**src/rtl/qtu_pkg.sv**
```systemverilog
// Shared types, constants and character helpers of the quoted token unescaper.
package qtu_pkg;

   localparam int TOKEN_LEN_MAX = 4095;
   localparam int LIMIT_W       = 12;
   localparam int POS_W         = 16;
   localparam int QUEUE_DEPTH   = 4;
   localparam int QPTR_W        = $clog2(QUEUE_DEPTH);
   localparam int QFILL_W       = $clog2(QUEUE_DEPTH + 1);

   localparam logic [7:0]       CHR_QUOTE  = 8'h22;
   localparam logic [7:0]       CHR_BSLASH = 8'h5C;
   localparam logic [7:0]       CHR_HEX    = 8'h78;
   localparam logic [7:0]       CHR_NL     = 8'h0A;
   localparam logic [POS_W-1:0] POS_SAT    = '1;

   typedef enum logic [1:0] {
      KIND_DATA    = 2'd0,
      KIND_END     = 2'd1,
      KIND_HEX_ERR = 2'd2
   } kind_type;

   typedef enum logic [1:0] {
      HEX_IDLE = 2'd0,
      HEX_HIGH = 2'd1,
      HEX_LOW  = 2'd2
   } hex_phase_type;

   typedef struct packed {
      kind_type          kind;
      logic [7:0]        out_byte;
      logic              truncated;
      logic [POS_W-1:0]  line_number;
      logic [POS_W-1:0]  column_number;
      logic              last_of_run;
   } result_type;

   // Results caused by one accepted byte, first one in r0
   typedef struct packed {
      logic [1:0] count;
      result_type r0;
      result_type r1;
   } result_pair_type;

   typedef struct packed {
      logic               in_quotes;
      logic               escape_pending;
      hex_phase_type      hex_phase;
      logic [3:0]         hex_high_nibble;
      logic               token_open;
      logic [LIMIT_W-1:0] token_count;
      logic               overflowed;
      logic [POS_W-1:0]   line_count;
      logic [POS_W-1:0]   column_count;
   } dec_state_type;

   // {valid, nibble}
   function automatic logic [4:0] hex_value(input logic [7:0] c);
      logic [4:0] v;
      v = '0;
      if (c inside {[8'h30:8'h39]}) begin
         v = {1'b1, 4'(c - 8'h30)};
      end else if (c inside {[8'h61:8'h66]}) begin
         v = {1'b1, 4'(c - 8'h57)};
      end else if (c inside {[8'h41:8'h46]}) begin
         v = {1'b1, 4'(c - 8'h37)};
      end
      return v;
   endfunction

   function automatic logic is_separator(input logic [7:0] c);
      return c inside {8'h20, [8'h09:8'h0D]};
   endfunction

   function automatic logic [7:0] escape_map(input logic [7:0] c);
      logic [7:0] r;
      case (c)
         8'h61:   r = 8'd7;   // a
         8'h62:   r = 8'd8;   // b
         8'h65:   r = 8'd27;  // e
         8'h66:   r = 8'd12;  // f
         8'h6E:   r = 8'd10;  // n
         8'h72:   r = 8'd13;  // r
         8'h74:   r = 8'd9;   // t
         8'h76:   r = 8'd11;  // v
         default: r = c;
      endcase
      return r;
   endfunction

endpackage

```
**src/rtl/qtu_decoder.sv**
```systemverilog
// Per-byte tokenizer state and result generation.
module qtu_decoder (
   input  logic                           clock,
   input  logic                           reset,
   input  logic                           fire_i,
   input  logic [7:0]                     in_byte_i,
   input  logic                           end_of_input_i,
   input  logic [qtu_pkg::LIMIT_W-1:0]    limit_i,
   output qtu_pkg::result_pair_type       results_o
);
   import qtu_pkg::*;

   dec_state_type state_ff, state_in;
   result_pair_type pair;

   always_comb begin
      dec_state_type st;
      logic [4:0]    hv;
      logic          data_req;
      logic [7:0]    data_val;
      result_type    base, main_r, err_r, end_r;
      logic          main_vld, err_vld, end_vld;

      st       = state_ff;
      hv       = hex_value(in_byte_i);
      data_req = 1'b0;
      data_val = '0;
      main_vld = 1'b0;
      err_vld  = 1'b0;
      end_vld  = 1'b0;

      if (in_byte_i == CHR_NL || st.line_count == '0) begin
         if (st.line_count != POS_SAT) st.line_count = st.line_count + 1'b1;
         st.column_count = '0;
      end else if (st.column_count != POS_SAT) begin
         st.column_count = st.column_count + 1'b1;
      end

      base               = '0;
      base.kind          = KIND_DATA;
      base.line_number   = st.line_count;
      base.column_number = st.column_count;
      main_r             = base;
      err_r              = base;
      err_r.kind         = KIND_HEX_ERR;
      end_r              = base;
      end_r.kind         = KIND_END;

      if (st.escape_pending) begin
         st.escape_pending = 1'b0;
         if (in_byte_i == CHR_HEX) begin
            st.hex_phase = HEX_HIGH;
         end else begin
            data_req = 1'b1;
            data_val = escape_map(in_byte_i);
         end
      end else if (st.hex_phase != HEX_IDLE) begin
         if (!hv[4]) begin
            st.hex_phase = HEX_IDLE;
            main_vld     = 1'b1;
            main_r.kind  = KIND_HEX_ERR;
         end else if (st.hex_phase == HEX_HIGH) begin
            st.hex_high_nibble = hv[3:0];
            st.hex_phase       = HEX_LOW;
         end else begin
            st.hex_phase = HEX_IDLE;
            data_req     = 1'b1;
            data_val     = {st.hex_high_nibble, hv[3:0]};
         end
      end else if (in_byte_i == CHR_QUOTE) begin
         st.in_quotes  = ~st.in_quotes;
         st.token_open = 1'b1;
      end else if (in_byte_i == CHR_BSLASH) begin
         st.escape_pending = 1'b1;
         st.token_open     = 1'b1;
      end else if (!st.in_quotes && is_separator(in_byte_i)) begin
         if (st.token_open) begin
            main_vld         = 1'b1;
            main_r.kind      = KIND_END;
            main_r.truncated = st.overflowed;
            st.token_open    = 1'b0;
            st.token_count   = '0;
            st.overflowed    = 1'b0;
         end
      end else begin
         data_req = 1'b1;
         data_val = in_byte_i;
      end

      if (data_req) begin
         st.token_open = 1'b1;
         if (st.token_count < limit_i) begin
            st.token_count  = st.token_count + 1'b1;
            main_vld        = 1'b1;
            main_r.out_byte = data_val;
         end else begin
            st.overflowed = 1'b1;
         end
      end

      if (end_of_input_i) begin
         err_vld         = (st.hex_phase != HEX_IDLE);
         end_vld         = st.token_open;
         end_r.truncated = st.overflowed;
         st              = '0;
      end

      // at most two of the three can be set
      pair = '0;
      if (main_vld) begin
         pair.r0 = main_r;
         pair.r1 = err_vld ? err_r : end_r;
      end else if (err_vld) begin
         pair.r0 = err_r;
         pair.r1 = end_r;
      end else begin
         pair.r0 = end_r;
      end
      pair.count = 2'(main_vld) + 2'(err_vld) + 2'(end_vld);
      pair.r0.last_of_run = (pair.count == 2'd1);
      pair.r1.last_of_run = 1'b1;

      state_in = fire_i ? st : state_ff;
   end

   assign results_o = fire_i ? pair : '0;

   always_ff @(posedge clock) begin
      if (reset) begin
         state_ff <= '0;
      end else begin
         state_ff <= state_in;
      end
   end

endmodule

```
**src/rtl/qtu_result_queue.sv**
```systemverilog
// Small result queue: takes up to two results a cycle, delivers one while ready_i is high.
module qtu_result_queue (
   input  logic                      clock,
   input  logic                      reset,
   input  qtu_pkg::result_pair_type  results_i,
   output logic                      space_o,
   output logic                      valid_o,
   input  logic                      ready_i,
   output qtu_pkg::result_type       head_o
);
   import qtu_pkg::*;

   result_type         slot_ff [QUEUE_DEPTH];
   logic [QPTR_W-1:0]  wr_ptr_ff, wr_ptr_in;
   logic [QPTR_W-1:0]  rd_ptr_ff, rd_ptr_in;
   logic [QFILL_W-1:0] fill_ff, fill_in;
   logic               pop;
   logic [QPTR_W-1:0]  wr_next;

   assign valid_o = (fill_ff != '0);
   assign head_o  = slot_ff[rd_ptr_ff];
   // room for a full pair regardless of this cycle's drain
   assign space_o = (fill_ff <= QFILL_W'(QUEUE_DEPTH - 2));
   assign pop     = valid_o && ready_i;
   assign wr_next = wr_ptr_ff + 1'b1;

   assign wr_ptr_in = wr_ptr_ff + QPTR_W'(results_i.count);
   assign rd_ptr_in = rd_ptr_ff + QPTR_W'(pop);
   assign fill_in   = fill_ff + QFILL_W'(results_i.count) - QFILL_W'(pop);

   always_ff @(posedge clock) begin
      if (results_i.count != 2'd0) slot_ff[wr_ptr_ff] <= results_i.r0;
      if (results_i.count == 2'd2) slot_ff[wr_next] <= results_i.r1;
   end

   always_ff @(posedge clock) begin
      if (reset) begin
         wr_ptr_ff <= '0;
         rd_ptr_ff <= '0;
         fill_ff   <= '0;
      end else begin
         wr_ptr_ff <= wr_ptr_in;
         rd_ptr_ff <= rd_ptr_in;
         fill_ff   <= fill_in;
      end
   end

endmodule

```
**src/rtl/quoted_token_unescaper.sv**
```systemverilog
// Top level: splits a byte stream into tokens and decodes C-style escapes.
//
// One byte is taken per cycle and decoded in the same cycle into zero, one or two
// results (data byte, token end, bad hex escape), which enter a four-entry result
// queue; the result port delivers one per ready cycle. req_tready is high while the queue
// holds two results or fewer, so the block sustains one byte per cycle as long as the
// output drains one result per cycle; a byte that closes a token at end of input
// with a preceding result yields two results in one transfer. Token length limit is
// min(csr_data, MAX_TOKEN, 4095); writes are taken at any time with csr_ready high.
module quoted_token_unescaper #(
   parameter int MAX_TOKEN = 4095
) (
   input  logic        clock,
   input  logic        reset,
   input  logic        req_tvalid,
   output logic        req_tready,
   input  logic [7:0]  req_tdata,   // [7:0] in_byte
   input  logic        req_tlast,   // end_of_input
   output logic        rsp_tvalid,
   input  logic        rsp_tready,
   output logic [47:0] rsp_tdata,   // [7:0] out_byte, [8] truncated,
                                    // [24:9] line_number, [40:25] column_number
   output logic [1:0]  rsp_tuser,   // [1:0] kind
   output logic        rsp_tlast,   // last_of_run
   input  logic        csr_valid,
   output logic        csr_ready,
   input  logic [11:0] csr_data     // max_token_len
);
   import qtu_pkg::*;

   localparam int               CAP_I     = (MAX_TOKEN > TOKEN_LEN_MAX) ? TOKEN_LEN_MAX
                                                                      : MAX_TOKEN;
   localparam logic [LIMIT_W-1:0] CAP       = LIMIT_W'(CAP_I);
   localparam logic [LIMIT_W-1:0] LIMIT_RST = (CAP_I < 255) ? CAP : LIMIT_W'(255);

   logic [LIMIT_W-1:0] limit_ff, limit_in;
   logic               req_fire;
   result_pair_type    results;
   result_type         head;

   assign csr_ready = 1'b1;
   assign limit_in  = (csr_valid && csr_ready) ? ((csr_data < CAP) ? csr_data : CAP)
                                               : limit_ff;

   always_ff @(posedge clock) begin
      if (reset) begin
         limit_ff <= LIMIT_RST;
      end else begin
         limit_ff <= limit_in;
      end
   end

   assign req_fire = req_tvalid && req_tready;

   qtu_decoder u_decoder (
      .clock          (clock),
      .reset          (reset),
      .fire_i         (req_fire),
      .in_byte_i      (req_tdata),
      .end_of_input_i (req_tlast),
      .limit_i        (limit_ff),
      .results_o      (results)
   );

   qtu_result_queue u_queue (
      .clock     (clock),
      .reset     (reset),
      .results_i (results),
      .space_o   (req_tready),
      .valid_o   (rsp_tvalid),
      .ready_i   (rsp_tready),
      .head_o    (head)
   );

   assign rsp_tdata = {7'd0, head.column_number, head.line_number, head.truncated,
                       head.out_byte};
   assign rsp_tuser = head.kind;
   assign rsp_tlast = head.last_of_run;

   // only the final result of a transfer carries last_of_run
   assert property (@(posedge clock) disable iff (reset)
      results.count == 2'd2 |-> results.r1.last_of_run && !results.r0.last_of_run)
      else $error("last_of_run misplaced in result pair");

   assert property (@(posedge clock) disable iff (reset)
      rsp_tvalid && rsp_tuser != KIND_END |-> !rsp_tdata[8])
      else $error("truncated set on a result that is not a token end");

   assert property (@(posedge clock) disable iff (reset)
      rsp_tvalid && rsp_tuser != KIND_DATA |-> rsp_tdata[7:0] == 8'd0)
      else $error("nonzero byte on a non-data result");

   // the decoder stays silent on cycles without an input transfer
   assert property (@(posedge clock) disable iff (reset)
      !req_fire |-> results.count == 2'd0)
      else $error("results produced without an input transfer");

endmodule
```
**config.mk**
```make
export PLATFORM = sky130hd
export DESIGN_NAME = quoted_token_unescaper
export DESIGN_NICKNAME = d
export VERILOG_FILES = /design/src/rtl/qtu_pkg.sv /design/src/rtl/qtu_decoder.sv /design/src/rtl/qtu_result_queue.sv /design/src/rtl/quoted_token_unescaper.sv
export SDC_FILE = /design/constraint.sdc
export NUM_CORES = 1
export LEC_CHECK = 0
export ABC_AREA = 0
export BUFFER_PORTS_ARGS = -buffer_cell sky130_fd_sc_hd__buf_2
export CORE_MARGIN = 2
export CORE_UTILIZATION = 55
export CTS_BUF_LIST = sky130_fd_sc_hd__clkbuf_2 sky130_fd_sc_hd__clkbuf_4 sky130_fd_sc_hd__clkbuf_8
export DETAILED_ROUTE_END_ITERATION = 7
export PLACE_DENSITY = 0.73
export SYNTH_ARGS = -nofsm -noshare
export SYNTH_HDL_FRONTEND = slang
export SYNTH_SLANG_ARGS = --single-unit
```
**constraint.sdc**
```tcl
create_clock -name clock -period 17.6 [get_ports clock]
set_clock_uncertainty 0.05 [all_clocks]
set_input_delay 5.28 -clock clock [delete_from_list [all_inputs] [get_ports clock]]
set_output_delay 5.28 -clock clock [all_outputs]
set_load 0.01 [all_outputs]
```
# == Word level (Yosys, flattened, before mapping) ==
# Memory sizes are Yosys's and may differ from the RTL's. A register that Yosys moved wholly into a read port is not among the register bits.
# Cells that the tools add are included.
# word_totals
register_bits,73
mem_bits_rw,176
inputBits,26
output_inout_bits,54
mem_count,1
# classes
addsub,13
magnitude_cmp,11
eq_ne,20
muxes,85
n_bitwise,1
n_reduce_logical,21
# mem_list
memory,words,word_bits,read_ports,rd_clocked_by_memory_dff,wr,line_no,rtl
u_queue.slot_ff,4,44,1,1,2,qtu_result_queue.sv:13,result_type slot_ff [QUEUE_DEPTH];
# op_table
op,n
$mux 90,1
$mux 88,1
$eq 8x7->1 const B,10
$mux 8,10
$mux 16,4
$pmux 8 s8,1
$mux 54,1
$mux 44,1
$mux 43,1
$mux 14,3
$mux 13,3
$mux 1,38
$add 16x1->16 const B,2
$ne 16x16->1 const B,2
$mux 12,2
$mux 2,11
$mux 18,1
$eq 8x6->1 const B,2
$ge 8x7->1 const B,2
$le 8x7->1 const B,2
$logic_not 16->1,1
$reduce_bool 2->1,8
$mux 5,3
$add 12x1->12 const B,1
other kinds (29),40

# == Longest topological paths before layout ==
# Gate-level depths: netlist of run 1.
# logic_depth
depth_word,19
depth_mapped,25
ltp_nobuf,22

# == Cells and area by module ==
# A second synthesis of run 1 with hierarchy kept.
# unflattened
hier_cells,1205
area_unflattened_um2,14370.0
# by_module_without_submodules
module,n_inst,cells_each,area_each_um2,seq_area_each_um2
qtu_result_queue,1,472,8917.3,5425.2
qtu_decoder,1,683,4923.5,1081.0
quoted_token_unescaper,1,50,529.3,240.2

# == Worst setup path before layout of run 1 ==
# OpenSTA, ideal clock, no wires.
# synth_timing
path_type,input port to flip-flop
start,input port req_tdata[0]
end,"memory u_queue.slot_ff[0][15] in the netlist's numbering, data pin"
setup_ps,150
t_arrival_ps,10731
required_time_ps,17400
setup_slack_ps,6669
path_stages,24
path_buffers,4
cell_sequence,clkbuf_1 -> inv_1 -> ha_1 -> nor2b_1 -> nand3_1 -> and2_1 -> nand4_2 -> clkbuf_1 -> and2_1 -> ha_1 -> nand4_1 -> nor4_1 -> a21oi_2 -> a21oi_4 -> nand2_4 -> fa_1 -> clkbuf_1 -> nor2_1 -> nor2_1 -> o21ai_0 -> inv_1 -> o31ai_4 -> buf_6 -> nor2_1
# synth_rtl
item,line_no,rtl
from (decl),quoted_token_unescaper.sv:17,"input logic [7:0] req_tdata,"
to (decl),qtu_result_queue.sv:13,

==> metrics.cfg, run 1 <==
[status]
status = complete, no violations

[global_route]
grt_pass1_wl_mm = 47.0
overflow = 0
grt_pass1_vias = 9115
grt_max_degree = 46
antenna_found_initial = 0
globalRouteTotalUtil_pct = 24.5

[floorplanning]
ioPinCount = 80
die_h_microns = 154
core-area_sq_um = 22400
rows = 55
dieArea_sq_um = 23800
die_w_microns = 154
start_util_pct = 55.5

[placement]
port_buffers = 71
hpwlAfterDp_mm = 18.1
place_congestion = 0.912

[route]
num_vias = 9335
route.antenna.remaining_nets = 0
drt_pass1_iterations = 5
routed_wirelength_mm = 28.9
drt-vias-per-instance = 6.01
drc = 0
wl_per_cell_microns = 18.6
drt_iter0_markers = 765

[layout]
area_growth_pct = 10.5
final_nets = 1290
diodes = 0
drive_above_1_share_pct = 17.4

[clocking]
post_cts_buffers = 0
clk_latency_ns = 0.55
cts_root_buf = clkbuf_8
h-tree-depth = 2
hold_buffers = 0
numCtsBuffers = 40
clk_pin_slew_worst_paths_ns = 0.06
clkSinkCount = 249
cts_tree = built
cts_resized = 0
clockBufferDepth = 3

[logic_synthesis]
synth_edf_count = 144
synthTopCellsByCount = nor2_1 (209), edfxtp_1 (144), nand2_1 (114)
syn_avg_cell_area_sq_um = 10.5
yosys_warnings = 0
synthArstFlopShare_pct = 0
netlist_area_sq_um = 12400
ys_seq_area_share_pct = 51.6
synthCells = 1181
yosysMostFrequentCell = nor2_1
synth_area_leaders = edfxtp_1 (35%), dfxtp_1 (17%), mux4_2 (8.0%)
yosysTopAreaCell = edfxtp_1
synth_top_cell_area_share_pct = 34.7
synthFlopType = edfxtp_1
ys_types = 83
synth_seq_cells = 249

[worst_setup_path]
crit_start = req_tdata[0]
r2r_slack_ns = 11.23
crit_type = primary input to flip-flop
startpoint_type = primary input
cpPeakStageDelay_ns = 0.70
cpMostUsedCell = nor2_1
r2r-end = u_queue.slot_ff[0][14]
cpMaxStageDelayCell = fa_1
crit_end = u_queue.slot_ff[0][14]
cp_max_fo = 37
end_kind = flip-flop
cp.arrival_ns = 11.27
worstPathCellList = buf_2, inv_1, ha_1, nor2b_1, nand3_1, and2_1, nand4_2, and2_0, ha_1, nand4_1, nor4_1, a21oi_2, a21oi_4, nand2_4, fa_1, nor2_1, nor2_1, o21ai_0, inv_1, buf_4, o31ai_4, buf_4, nor2_1
crit_required_ns = 17.93
reg2reg_depth = 19
r2r-start = u_decoder.state_ff[52]

[power_and_ir_drop]
worst_ir_drop_vdd_mv = 0.0779
power_mw = 1.60
cellLeakagePower_nw = 4.92
power_density_nw_per_um2 = 117

[sta]
clock.fmax_ghz = 0.0914
setup_tns_ns = 0
rsz0062_at_grt = no
maxSlewViolCount = 0
relSlewSlack_pct = 28.3
setup_viol = 0
tightestPinTransition_ns = 1.06
final.period_utilization_pct = 62.1
hold_violations = 0
finalCriticalPeriod_ns = 10.94

[min_path]
min_path_type = flip-flop to flip-flop

[flow_run]
max-cap-violations = 0

[cell type report]
cell class	instances	area (sq um)
Fill cell	1833	8680
Sequential cell	249	6430
Tap cell	285	357
Inverter	33	124
Multi-Input combinational cell	828	5550
Clock inverter	16	124
Timing Repair Buffer	84	453
Clock buffer	58	717
[where the power goes]
group | switching [mW] | internal (mW) | total (mW)
clock | 0.226 | 0.292 | 0.518
combinational | 0.220 | 0.159 | 0.379
sequential | 0.0272 | 0.680 | 0.707
[sequential cells by signal (all words and copies together) (netlist names)]
name,count
limit_ff,12
u_decoder.state_ff,54
u_queue.fill_ff,3
u_queue.rd_ptr_ff,2
u_queue.slot_ff,176
u_queue.wr_ptr_ff,2
[per-stage QoR]
| stage | area [sq um] | hold slack [ns] | setup WS [ns] | utilization [%] | std cells |
|---|---|---|---|---|---|
| 6_report | 13800 | 0.410 | 6.66 | 61.3 | 1553 |
| 5_1_grt | 13800 | 0.433 | 6.12 | 61.3 | 1553 |
| 4_1_cts | 13800 | 0.405 | 6.77 | 61.3 | 1553 |
| 3_5_place_dp | 12900 | 0.392 | 6.24 | 57.6 | 1479 |
| 3_3_place_gp | 12900 | 0.381 | 6.47 | 57.6 | 1479 |
| 2_1_floorplan | 12500 | 0.370 | 6.67 | - | 1187 |
[cell families (layout without fill, tap and decap cells)]
logic type | Yosys count | count (layout) | share of synthesized area (%)
AOI/OAI and AO/OA | 196 | 196 | 11.1
xor gates and xnor gates | 32 | 32 | 2.25
adders and majority gates | 28 | 28 | 2.94
buffers and inverters | 110 | 191 | 3.96
DFF | 249 | 249 | 51.6
muxes | 57 | 57 | 9.04
other | 2 | 8 | 0.0603
and+or+nand+nor | 507 | 507 | 19.0
[worst min-delay path by stage]
stage | from | end | slack [ns] | cells past startpoint
final | u_queue.slot_ff[3][34] | u_queue.slot_ff[3][34] | 0.41 | 2
after global routing | u_queue.slot_ff[3][39] | u_queue.slot_ff[3][39] | 0.43 | 1
after CTS | u_queue.slot_ff[3][34] | u_queue.slot_ff[3][34] | 0.41 | 2
after detailed placement | u_queue.slot_ff[3][34] | u_queue.slot_ff[3][34] | 0.39 | 2
after global placement | u_queue.slot_ff[3][38] | u_queue.slot_ff[3][38] | 0.38 | 2
after floorplan | u_queue.slot_ff[2][35] | u_queue.slot_ff[2][35] | 0.37 | 2
[worst max-delay path, delay by kind of cell]
family                   cells  cell delay, ns
adder cells (fa/ha/maj)      3            1.29
AO/OA/AOI/OAI                4            0.88
AND/OR/NAND/NOR             11            2.57
buffers and inverters        5            1.19
[placed cells by master (no fill, tap or decap), types with 26 or more instances in the layout]
cell / count
nand3_1: 44
a21oi_1: 33
ha_1: 26
nand2_1: 114
clkbuf_8: 45
edfxtp_1: 144
nor2_1: 209
inv_1: 32
o21ai_0: 47
dfxtp_1: 103
mux4_2: 44
buf_2: 71
[metal layers]
metal	vias to the layer above	track usage [%]	part of all wire, %
met1	4516	32.4	43
met5	-	0	0
met4	0	8.42	2.4
met3	56	4.20	6.3
met2	348	41.3	48
li1	4415	-	-
(Power assumes the default switching activity.)
==> run 2, diff against run 1 <==
- ABC_AREA: 0 -> 1
- clock period: 17.6 -> 10.9 ns (I/O delays scaled with it)
==> metrics.cfg, run 2 <==
[worst_setup_path]
startpoint_type = primary input
crit_start = req_tdata[0]
cpPeakStageDelay_ns = 0.77
r2r-start = u_decoder.state_ff[52]
cpMaxStageDelayCell = nand2_2
end_kind = flip-flop
crit_required_ns = 11.15
cp.arrival_ns = 9.22
cp_max_fo = 52
cpMostUsedCell = inv_1
crit_type = primary input to flip-flop

[route]
drt_iter0_markers = 1151
drt-vias-per-instance = 5.58
routed_wirelength_mm = 34.8
num_vias = 12100
drt_pass1_iterations = 5
wl_per_cell_microns = 16.0
route.antenna.remaining_nets = 0
drc = 0

[global_route]
globalRouteTotalUtil_pct = 26.5
antenna_found_initial = 0
grt_pass1_wl_mm = 57.4
grt_pass1_vias = 11300
overflow = 0
grt_max_degree = 90

[logic_synthesis]
yosysMostFrequentCell = nand2_1
ys_types = 48
synthFlopType = edfxtp_1
synthCells = 1776
synth_top_cell_area_share_pct = 31.2
synth_edf_count = 144
synthArstFlopShare_pct = 0
ys_seq_area_share_pct = 46.3
synth_area_leaders = edfxtp_1 (31%), dfxtp_1 (15%), nand3_1 (7.7%)
synthTopCellsByCount = nand2_1 (285), inv_1 (239), nand3_1 (214)
netlist_area_sq_um = 13900
syn_avg_cell_area_sq_um = 7.81
synth_seq_cells = 249
yosysTopAreaCell = edfxtp_1
yosys_warnings = 0

[power_and_ir_drop]
p_int_mw = 2.00
power_frac_comb_pct = 34.7
worst_ir_drop_vdd_mv = 0.134
netSwitchingFraction_pct = 38.4
cellLeakagePower_nw = 6.89
p_switching_mw = 1.24
power_density_nw_per_um2 = 213
p_seq_share_pct = 37.4
clock_power_share_pct = 27.9

[floorplanning]
rows = 58
ioPinCount = 80
die_h_microns = 163
start_util_pct = 55.6
die_w_microns = 163
dieArea_sq_um = 26500
core-area_sq_um = 25000

[layout]
largest_register = u_queue.slot_ff
layout_commonest_cell = nand2_1
area_growth_pct = 9.51
diodes = 0
drive_above_1_share_pct = 11.8
utilization_pct = 60.8
largest_reg_flops = 176
layout_common_cells = nand2_1 (280), inv_1 (239), nand3_1 (214)
num-fill-cells = 2261
final_nets = 1862
reg.largest.list = u_queue.slot_ff (176), u_decoder.state_ff (54), limit_ff (12)

[placement]
port_buffers = 71
place_congestion = 0.948
hpwlAfterDp_mm = 22.5

[min_path]
min_path_type = flip-flop to flip-flop
min_from = u_decoder.state_ff[53]

[sta]
tightestPinTransition_ns = 1.20
final.period_utilization_pct = 82.4
rsz0062_at_grt = no
finalCriticalPeriod_ns = 8.98
relSlewSlack_pct = 19.7
hold_violations = 0
setup_tns_ns = 0
clock.fmax_ghz = 0.111
setup_viol = 0
maxSlewViolCount = 0

[flow_run]
max-cap-violations = 0

[clocking]
h-tree-depth = 2
clkSinkCount = 249
numCtsBuffers = 44
cts_tree = built
clockBufferDepth = 3
clk_latency_ns = 0.55
hold_buffers = 0
post_cts_buffers = 0
cts_root_buf = clkbuf_8
clk_pin_slew_worst_paths_ns = 0.06
cts_resized = 0

[status]
status = complete, no violations

-- run 2: changes by cell type in the layout (fill, tap and decap cells not counted), moves of 16 or more --
cell | previous run | this run
nand3_1 | 44 | 214
xor2_1 | 9 | 29
nand2_2 | 0 | 16
o21ai_0 | 47 | 167
nor2b_1 | 17 | 0
xnor2_1 | 23 | 7
nand2_1 | 114 | 280
inv_1 | 32 | 239
mux4_2 | 44 | 0
o22ai_1 | 12 | 44
a21oi_1 | 33 | 83
and2_1 | 16 | 0
-- run 2: stage by stage --
step           cells  worst slack [ns]  power, mW  hold slack [ns]  area, sq um
2_1_floorplan   1782              2.39       1.97            0.379        13900
3_3_place_gp    2092              1.75       2.33            0.398        14300
3_5_place_dp    2092              1.48       2.34            0.411        14300
4_1_cts         2173              2.05       3.24            0.420        15200
5_1_grt         2173              1.47       3.43            0.445        15200
6_report        2173              1.92       3.24            0.420        15200
-- run 2: kinds of logic (layout without fill, tap and decap cells) --
logic type | after synthesis | after routing | share of synthesized area [%]
simple gates | 790 | 790 | 25.7
buf+inv | 355 | 416 | 10.5
compound gates | 315 | 315 | 12.4
flops | 249 | 249 | 46.3
xor+xnor | 36 | 36 | 2.27
fa+ha+maj | 28 | 28 | 2.63
other cells | 2 | 8 | 0.0541
mux | 1 | 1 | 0.0722
-- run 2: path summary, 6_finish.rpt --
check / slack [ns] / cells after the start / endpoint
max: 1.92 / 30 / u_queue.slot_ff[3][21]
min: 0.42 / 2 / u_decoder.state_ff[53]
max reg2reg: 4.59 / 25 / u_queue.slot_ff[3][21]
min reg2reg: 0.42 / 2 / u_decoder.state_ff[53]
-- run 2: power by group through the flow --
stage          registers [mW]  clock network [mW]  logic, mW
2_1_floorplan            1.21                   0      0.767
3_3_place_gp             1.22                   0       1.11
3_5_place_dp             1.23                   0       1.12
4_1_cts                  1.21               0.915       1.12
5_1_grt                  1.22               0.959       1.25
6_report                 1.21               0.904       1.13
-- run 2: critical path, delay by kind of cell --
| kind | cells | cell delay, ns |
|---|---|---|
| AO/OA/AOI/OAI | 2 | 0.31 |
| AND/OR/NAND/NOR | 15 | 2.84 |
| adder cells (fa/ha/maj) | 3 | 1.01 |
| buffers and inverters | 10 | 1.75 |
-- run 2: layout make-up --
cell class	count	area [sq um]	area share, %
Inverter	251	947	6.24
Timing Repair Buffer	84	453	2.98
Sequential cell	249	6430	42.3
Clock inverter	15	136	0.898
Tap cell	330	413	2.72
Clock buffer	66	796	5.24
Multi-Input combinational cell	1178	6020	39.6
-- run 2: layer usage --
metal	global-route usage (%)	wire, microns
met1	37.7	15900
met2	41.7	15900
met3	3.82	2180
met4	8.77	771
met5	0	0
